===== config.mk =====
export PLATFORM = sky130hd
export DESIGN_NAME = tea_block_cipher_flat
export DESIGN_NICKNAME = d
export VERILOG_FILES = /design/src/design/tea_pkg.sv /design/src/design/tea_in_if.sv /design/src/design/tea_out_if.sv /design/src/design/tea_cell.sv /design/src/design/tea_seq.sv /design/src/design/tea_block_cipher.sv /design/src/flat_wrapper.sv
export VERILOG_INCLUDE_DIRS = /design/src /design/src/design
export SDC_FILE = /design/constraint.sdc
export NUM_CORES = 2
export LEC_CHECK = 0
export ABC_AREA = 1
export BUFFER_PORTS_ARGS = -buffer_cell sky130_fd_sc_hd__buf_2
export CORE_MARGIN = 2
export CORE_UTILIZATION = 45
export CTS_CLUSTER_SIZE = 12
export DETAILED_ROUTE_END_ITERATION = 12
export PLACE_DENSITY = 0.61
export SYNTH_ARGS = -nofsm -noshare
export SYNTH_HDL_FRONTEND = slang
export SYNTH_HIERARCHICAL = 1
export SYNTH_SLANG_ARGS = --single-unit

===== constraint.sdc =====
create_clock -name clk -period 4.5 [get_ports clk]
set_input_delay 0.225 -clock clk [delete_from_list [all_inputs] [get_ports clk]]
set_output_delay 0.225 -clock clk [all_outputs]
set_load 0.01 [all_outputs]

===== src/design/tea_block_cipher_macros.svh =====
// Assertion macros for the TEA block cipher.
// Used by any design file that asserts; expects clk and rst_n in scope.
`ifndef TEA_BLOCK_CIPHER_MACROS_SVH
`define TEA_BLOCK_CIPHER_MACROS_SVH

// Same-cycle implication, disabled in reset.
`define TEA_ASSERT_IMP(label, ante, cons) \
    label: assert property (@(posedge clk) disable iff (!rst_n) (ante) |-> (cons)) \
        else $error("tea assertion failed");

// Next-cycle implication, disabled in reset.
`define TEA_ASSERT_NXT(label, ante, cons) \
    label: assert property (@(posedge clk) disable iff (!rst_n) (ante) |=> (cons)) \
        else $error("tea assertion failed");

`endif


===== src/design/tea_pkg.sv =====
// Shared types and constants for the TEA block cipher.
// No dependencies; imported by every other design file but the macros header.
`timescale 1ns / 1ps

package tea_pkg;

    localparam int WORD_W  = 32;
    localparam int CYC_W   = 8;
    localparam int INDEX_W = 3;

    localparam logic [WORD_W-1:0] DELTA_RESET  = 32'h9E37_79B9;
    localparam logic [CYC_W-1:0]  CYCLES_RESET = 8'd32;

    typedef logic [WORD_W-1:0] word_t;

    typedef enum logic [INDEX_W-1:0] {
        CFG_KEY0    = 3'd0,
        CFG_KEY1    = 3'd1,
        CFG_KEY2    = 3'd2,
        CFG_KEY3    = 3'd3,
        CFG_DELTA   = 3'd4,
        CFG_CYCLES  = 3'd5,
        CFG_DECRYPT = 3'd6
    } cfg_index_t;

    typedef enum logic [2:0] {
        ST_IDLE = 3'b001,
        ST_RUN  = 3'b010,
        ST_DONE = 3'b100
    } state_t;

    typedef struct packed {
        logic load;
        logic step_a;
        logic step_b;
        logic adv_sum;
        logic finish;
    } ctl_t;

endpackage


===== src/design/tea_in_if.sv =====
// Request channel carrying one 64-bit block as two 32-bit halves.
// Depends on tea_pkg.
`timescale 1ns / 1ps

interface tea_in_if
    import tea_pkg::*;
();
    logic  valid;
    logic  ready;
    word_t word_high;
    word_t word_low;

    modport source (output valid, output word_high, output word_low, input ready);
    modport sink   (input valid, input word_high, input word_low, output ready);
endinterface


===== src/design/tea_out_if.sv =====
// Result channel carrying one 64-bit block as two 32-bit halves.
// Depends on tea_pkg.
`timescale 1ns / 1ps

interface tea_out_if
    import tea_pkg::*;
();
    logic  valid;
    logic  ready;
    word_t out_high;
    word_t out_low;

    modport source (output valid, output out_high, output out_low, input ready);
    modport sink   (input valid, input out_high, input out_low, output ready);
endinterface


===== src/design/tea_cell.sv =====
// Round cell: holds one half of the block and applies one Feistel round to it
// from the neighbor's half. Depends on tea_pkg.
`timescale 1ns / 1ps

module tea_cell
    import tea_pkg::*;
(
    input  logic  clk,
    input  logic  load,
    input  logic  step,
    input  logic  decrypt,
    input  word_t load_val,
    input  word_t other,
    input  word_t sum,
    input  word_t ka,
    input  word_t kb,
    output word_t half
);

    word_t half_reg;
    word_t half_next;
    word_t mix;

    assign mix = (other + sum) ^ ((other << 4) + ka) ^ ((other >> 5) + kb);

    always_comb
    begin
        if (load)
        begin
            half_next = load_val;
        end
        else if (step)
        begin
            half_next = decrypt ? (half_reg - mix) : (half_reg + mix);
        end
        else
        begin
            half_next = half_reg;
        end
    end

    always_ff @(posedge clk)
    begin
        half_reg <= half_next;
    end

    assign half = half_reg;

endmodule


===== src/design/tea_seq.sv =====
// Sequencer: steps the two round cells in turn and manages the result slot.
// Depends on tea_pkg and tea_block_cipher_macros.svh.
`timescale 1ns / 1ps
`include "tea_block_cipher_macros.svh"

module tea_seq
    import tea_pkg::*;
(
    input  logic             clk,
    input  logic             rst_n,
    input  logic             req_valid,
    input  logic             rsp_ready,
    input  logic [CYC_W-1:0] cycle_count,
    input  logic             decrypt,
    output ctl_t             ctl,
    output logic             req_ready,
    output logic             rsp_valid
);

    state_t           state_reg, state_next;
    logic [CYC_W-1:0] count_reg, count_next;
    logic             first_reg, first_next;
    logic             rsp_valid_reg, rsp_valid_next;
    logic             run;

    assign run       = (state_reg == ST_RUN);
    assign req_ready = (state_reg == ST_IDLE);
    assign rsp_valid = rsp_valid_reg;

    always_comb
    begin
        state_next     = state_reg;
        count_next     = count_reg;
        first_next     = first_reg;
        rsp_valid_next = rsp_valid_reg & ~rsp_ready;
        ctl            = '0;
        ctl.step_a     = run & (first_reg ^ decrypt);
        ctl.step_b     = run & ~(first_reg ^ decrypt);
        ctl.adv_sum    = run & ~first_reg;
        unique case (state_reg)
            ST_IDLE:
            begin
                if (req_valid)
                begin
                    ctl.load   = 1'b1;
                    count_next = cycle_count;
                    first_next = 1'b1;
                    state_next = (cycle_count == '0) ? ST_DONE : ST_RUN;
                end
            end
            ST_RUN:
            begin
                first_next = ~first_reg;
                if (!first_reg)
                begin
                    count_next = count_reg - 1'b1;
                    if (count_reg == 8'd1)
                    begin
                        state_next = ST_DONE;
                    end
                end
            end
            ST_DONE:
            begin
                if (!rsp_valid_reg || rsp_ready)
                begin
                    ctl.finish     = 1'b1;
                    rsp_valid_next = 1'b1;
                    state_next     = ST_IDLE;
                end
            end
            default:
            begin
                state_next = ST_IDLE;
            end
        endcase
    end

    always_ff @(posedge clk or negedge rst_n)
    begin
        if (!rst_n)
        begin
            state_reg     <= ST_IDLE;
            count_reg     <= '0;
            first_reg     <= 1'b1;
            rsp_valid_reg <= 1'b0;
        end
        else
        begin
            state_reg     <= state_next;
            count_reg     <= count_next;
            first_reg     <= first_next;
            rsp_valid_reg <= rsp_valid_next;
        end
    end

    `TEA_ASSERT_IMP(a_run_count, state_reg == ST_RUN, count_reg != 8'd0)
    `TEA_ASSERT_NXT(a_load_busy, ctl.load, state_reg != ST_IDLE)
    `TEA_ASSERT_NXT(a_count_dec, (state_reg == ST_RUN) && !first_reg, (count_reg == ($past(count_reg) - 8'd1)) && first_reg)
    `TEA_ASSERT_NXT(a_finish_out, ctl.finish, rsp_valid_reg && (state_reg == ST_IDLE))

endmodule


===== src/design/tea_block_cipher.sv =====
// Top level of the TEA block cipher: configuration registers, running sum,
// two round cells and the result register. Depends on tea_pkg, the channel
// interfaces, tea_cell and tea_seq.
//
//  channel  dir   payload                  handshake
//  req      in    word_high, word_low      req.valid / req.ready
//  rsp      out   out_high, out_low        rsp.valid / rsp.ready
//  cfg      in    cfg_index, cfg_wdata     cfg_we (no wait)
//
// From acceptance to result valid the two round cells alternate, one round a
// clock, and then, once the result register is free, the block moves into it.
// A new block is accepted once the cells are free, even while the last result
// still waits in the result register; a stalled result holds the cells.
// Reset clears control state and restores the configuration reset values.
`timescale 1ns / 1ps

module tea_block_cipher
    import tea_pkg::*;
(
    input  logic               clk,
    input  logic               rst_n,
    tea_in_if.sink             req,
    tea_out_if.source          rsp,
    input  logic               cfg_we,
    input  logic [INDEX_W-1:0] cfg_index,
    input  logic [WORD_W-1:0]  cfg_wdata
);

    word_t            key0_reg, key1_reg, key2_reg, key3_reg, delta_reg;
    logic [CYC_W-1:0] cycles_reg;
    logic             decrypt_reg;
    word_t            sum_reg, sum_next;
    word_t            out_high_reg, out_low_reg;
    word_t            half_a, half_b;
    word_t            sum_start;
    ctl_t             ctl;

    always_ff @(posedge clk or negedge rst_n)
    begin
        if (!rst_n)
        begin
            key0_reg    <= '0;
            key1_reg    <= '0;
            key2_reg    <= '0;
            key3_reg    <= '0;
            delta_reg   <= DELTA_RESET;
            cycles_reg  <= CYCLES_RESET;
            decrypt_reg <= 1'b0;
        end
        else if (cfg_we)
        begin
            unique case (cfg_index)
                CFG_KEY0:    key0_reg    <= cfg_wdata;
                CFG_KEY1:    key1_reg    <= cfg_wdata;
                CFG_KEY2:    key2_reg    <= cfg_wdata;
                CFG_KEY3:    key3_reg    <= cfg_wdata;
                CFG_DELTA:   delta_reg   <= cfg_wdata;
                CFG_CYCLES:  cycles_reg  <= cfg_wdata[CYC_W-1:0];
                CFG_DECRYPT: decrypt_reg <= cfg_wdata[0];
                default:     ;
            endcase
        end
    end

    assign sum_start = decrypt_reg ? (delta_reg * {{(WORD_W-CYC_W){1'b0}}, cycles_reg})
                                   : delta_reg;

    always_comb
    begin
        if (ctl.load)
        begin
            sum_next = sum_start;
        end
        else if (ctl.adv_sum)
        begin
            sum_next = decrypt_reg ? (sum_reg - delta_reg) : (sum_reg + delta_reg);
        end
        else
        begin
            sum_next = sum_reg;
        end
    end

    always_ff @(posedge clk)
    begin
        sum_reg <= sum_next;
        if (ctl.finish)
        begin
            out_high_reg <= half_a;
            out_low_reg  <= half_b;
        end
    end

    tea_seq u_seq (
        .clk         (clk),
        .rst_n       (rst_n),
        .req_valid   (req.valid),
        .rsp_ready   (rsp.ready),
        .cycle_count (cycles_reg),
        .decrypt     (decrypt_reg),
        .ctl         (ctl),
        .req_ready   (req.ready),
        .rsp_valid   (rsp.valid)
    );

    tea_cell u_cell_a (
        .clk      (clk),
        .load     (ctl.load),
        .step     (ctl.step_a),
        .decrypt  (decrypt_reg),
        .load_val (req.word_high),
        .other    (half_b),
        .sum      (sum_reg),
        .ka       (key0_reg),
        .kb       (key1_reg),
        .half     (half_a)
    );

    tea_cell u_cell_b (
        .clk      (clk),
        .load     (ctl.load),
        .step     (ctl.step_b),
        .decrypt  (decrypt_reg),
        .load_val (req.word_low),
        .other    (half_a),
        .sum      (sum_reg),
        .ka       (key2_reg),
        .kb       (key3_reg),
        .half     (half_b)
    );

    assign rsp.out_high = out_high_reg;
    assign rsp.out_low  = out_low_reg;

endmodule


===== src/flat_wrapper.sv =====
// flat-port wrapper written by rule: the top's interface ports become plain ports
module tea_block_cipher_flat import tea_pkg::*;
  (clk, rst_n, cfg_we, cfg_index, cfg_wdata, req_valid, req_word_high, req_word_low, req_ready, rsp_valid, rsp_out_high, rsp_out_low, rsp_ready);
  tea_in_if req_i ();
  tea_out_if rsp_i ();
  input  logic clk;
  input  logic rst_n;
  input  logic cfg_we;
  input  logic [INDEX_W-1:0] cfg_index;
  input  logic [WORD_W-1:0] cfg_wdata;
  input wire logic [$bits(req_i.valid)-1:0] req_valid;
  input wire logic [$bits(req_i.word_high)-1:0] req_word_high;
  input wire logic [$bits(req_i.word_low)-1:0] req_word_low;
  output wire logic [$bits(req_i.ready)-1:0] req_ready;
  output wire logic [$bits(rsp_i.valid)-1:0] rsp_valid;
  output wire logic [$bits(rsp_i.out_high)-1:0] rsp_out_high;
  output wire logic [$bits(rsp_i.out_low)-1:0] rsp_out_low;
  input wire logic [$bits(rsp_i.ready)-1:0] rsp_ready;
  assign req_i.valid = req_valid;
  assign req_i.word_high = req_word_high;
  assign req_i.word_low = req_word_low;
  assign req_ready = req_i.ready;
  assign rsp_valid = rsp_i.valid;
  assign rsp_out_high = rsp_i.out_high;
  assign rsp_out_low = rsp_i.out_low;
  assign rsp_i.ready = rsp_ready;
  tea_block_cipher u_core (.clk(clk), .rst_n(rst_n), .req(req_i), .rsp(rsp_i), .cfg_we(cfg_we), .cfg_index(cfg_index), .cfg_wdata(cfg_wdata));
endmodule

==> flow_summary.ini <==
[logic_synthesis]
synth_top_cell_area_share_pct = 21.6
seq_area_frac_synth_pct = 21.3
postSynthAreaPerCell_sq_um = 6.23
synth_nets = 7670
ys_seq_elements = 342
synthArstFlopShare_pct = 53.2
synth_ff_type = edfxtp_1
synth_area_leader_cell = nand2_1
synth_area_leaders = nand2_1 22%, inv_1 11%, edfxtp_1 11%, dfrtp_1 9.0%, ha_1 8.7%
synth.distinct_cells = 60
synth_area_sq_um = 44200
yosysWarnings = 6
syn_inst = 7093
synth_edf_count = 160

[cells_and_area]
multi_input_area_sq_um = 33400
n_antenna_cell = 0
final_cell_mix = 2,348 x nand2_1, 1,264 x inv_1, 1,237 x buf_4
seqCellArea_sq_um = 9390
utilization_pct = 64.8
fillers = 8975
final_common_cell = nand2_1
drive_above_1_share_pct = 29.3
area_growth_syn_to_layout_pct = 42.4
nets = 9143
layout.cells.non_filler = 9879

[timing]
holdWs_ns = 0.0431
final_max_slew_viol_count = 0
fmaxAchievable_mhz = 199
layout_setup_ws_ns = -0.535
finalCritPeriodShare_pct = 112
hold_viol = 0
rsz0062_at_grt = true
setup_viol = 59
relSlewSlack_pct = 17.2
skew_ns = 0.0472
tightest_slew_ns = 1.24
finalCriticalPeriod_ns = 5.03

[die]
die_width_microns = 317
rows = 114
die-area_sq_um = 101000
die_y_microns = 317
ios = 170
coreArea_sq_um = 97000
start_util_pct = 45.5

[place]
io_buffer_count = 169
dp.cells = 9617
hpwl_mm = 166
gp_congestion = 1.03

[drt]
via_count = 51700
drt_pass1_iterations = 6
wl_per_cell_microns = 20.6
drc = 0
viasPerCell = 5.24
drt_wl_total_mm = 203
drt_iter0_drc = 4111
drtAntennaViolNets = 0

[global_routing]
grt_pass1_wl_mm = 294
grt_pass1_vias = 50600
antenna_found_initial = 14
grt_overflow = 0
grt_use_total_pct = 39.3
grt_start_max_net_pins = 84

[worst_setup_path]
critPathMaxFanout = 4
criticalPathCategory = flip-flop to flip-flop
slowest_stage = edfxtp_1
required_ns = 4.89
critPathCaptureType = flip-flop
arrival_ns = 5.43
max_stage_delay_ns = 0.45
start_kind = flip-flop

[clock_tree]
clock_sinks = 342
clock_latency_ns = 0.67
cts_buffer_depth = 3
clockRootBuffer = clkbuf_16
htreeDepth = 2
cts_buffers = 45
cts_tree = built
clk_pin_slew_ns = 0.06

[hold_path]
hold_path.class = primary input to flip-flop

[status]
violations = setup timing
status = complete, but fails checks

[flow_run]
cap_viol_max_count = 0
-- stage by stage --
step / setup WS (ns) / setup TNS [ns] / cell area [sq um]
final: -0.535 / -15.96 / 62900
after global routing: -0.785 / -28.59 / 62900
after CTS: -0.538 / -15.12 / 60100
after detailed placement: -0.850 / -31.67 / 55400
after global placement: -0.832 / -29.24 / 55400
after floorplan: 0.00676 / 0 / 44200
-- final timing paths --
| check | from | end | slack [ns] | depth (start not counted) |
|---|---|---|---|---|
| max in group asynchronous | rst_n | u_core/key3_reg[16]$_DFFE_PN0P_ | 3.32 | 3 |
| setup / recovery | u_core/u_cell_b/half[0]$_DFFE_PP_ | u_core/u_cell_a/half[29]$_DFFE_PP_ | -0.53 | 30 |
| hold reg to reg | u_core/key1_reg[4]$_DFFE_PN0P_ | u_core/key1_reg[4]$_DFFE_PN0P_ | 0.49 | 2 |
| min in group asynchronous | rst_n | u_core/u_seq/rsp_valid$_DFF_PN0_ | 0.09 | 2 |
| setup reg to reg | u_core/u_cell_b/half[0]$_DFFE_PP_ | u_core/u_cell_a/half[29]$_DFFE_PP_ | -0.53 | 30 |
| hold / removal | req_word_low[0] | u_core/u_cell_b/half[0]$_DFFE_PP_ | 0.04 | 3 |
-- Yosys cell counts (all sizes together), types with 23 or more instances --
master / instances
ha: 308
nand2: 2619
nor3: 54
a21oi: 310
dfstp: 23
edfxtp: 160
or2: 50
dfrtp: 159
inv: 1333
fa: 165
nand4: 70
xor2: 132
clkbuf: 86
buf: 39
nand3: 465
nor2: 515
nand3b: 39
o21bai: 36
o21ai: 377
xnor2: 64
-- routing by layer --
metal  part of all wire, %  global-route usage (%)  up-vias
li1                      -                       -    25000
met5                0.0064                       0        -
met3                   6.5                    5.00      611
met4                   7.6                    24.0        2
met2                    48                    68.5     1865
met1                    38                    45.9    24300
-- critical path: cells and delay by family (launching register included) --
kind                       cells  cell delay, ns
DFF                            1            0.45
and+or+nand+nor               13            1.45
xor gates and xnor gates       2            0.39
adders and majority gates      4            1.15
buffers and inverters          6            0.65
AOI/OAI and AO/OA              5            0.63
-- logic make-up (layout without fill, tap and decap cells) --
| family | after synthesis | after routing | synth area share (%) |
|---|---|---|---|
| AO/OA/AOI/OAI | 783 | 783 | 9.57 |
| flip-flops | 342 | 342 | 21.3 |
| XOR/XNOR | 196 | 196 | 3.89 |
| AND/OR/NAND/NOR | 3836 | 3836 | 36.5 |
| adder cells (fa/ha/maj) | 473 | 473 | 16.2 |
| buffers and inverters | 1463 | 2973 | 12.6 |
-- layout make-up --
class / instances / share of cell area, %
tap: 1276 / 2.54
timing repair buffer: 1551 / 18.9
clock buffer: 59 / 2.07
multi-input combinational: 5288 / 53.1
clock inverter: 25 / 0.448
inverter: 1338 / 8.00
sequential: 342 / 14.9
-- timing repair --
action / in CTS / in global routing
setup buffers: 80 / 64
hold endpoints to repair: 128 / 0
gates cloned: 0 / 0
hold buffers: 66 / 0
gates resized for setup: 466 / 529
pin swaps: 134 / 231
endpoints found under the setup margin: 67 / 67
Power is left out: the tool's default activity adds up to more than one toggle a clock period on the data nets, which glitch-free logic cannot reach.
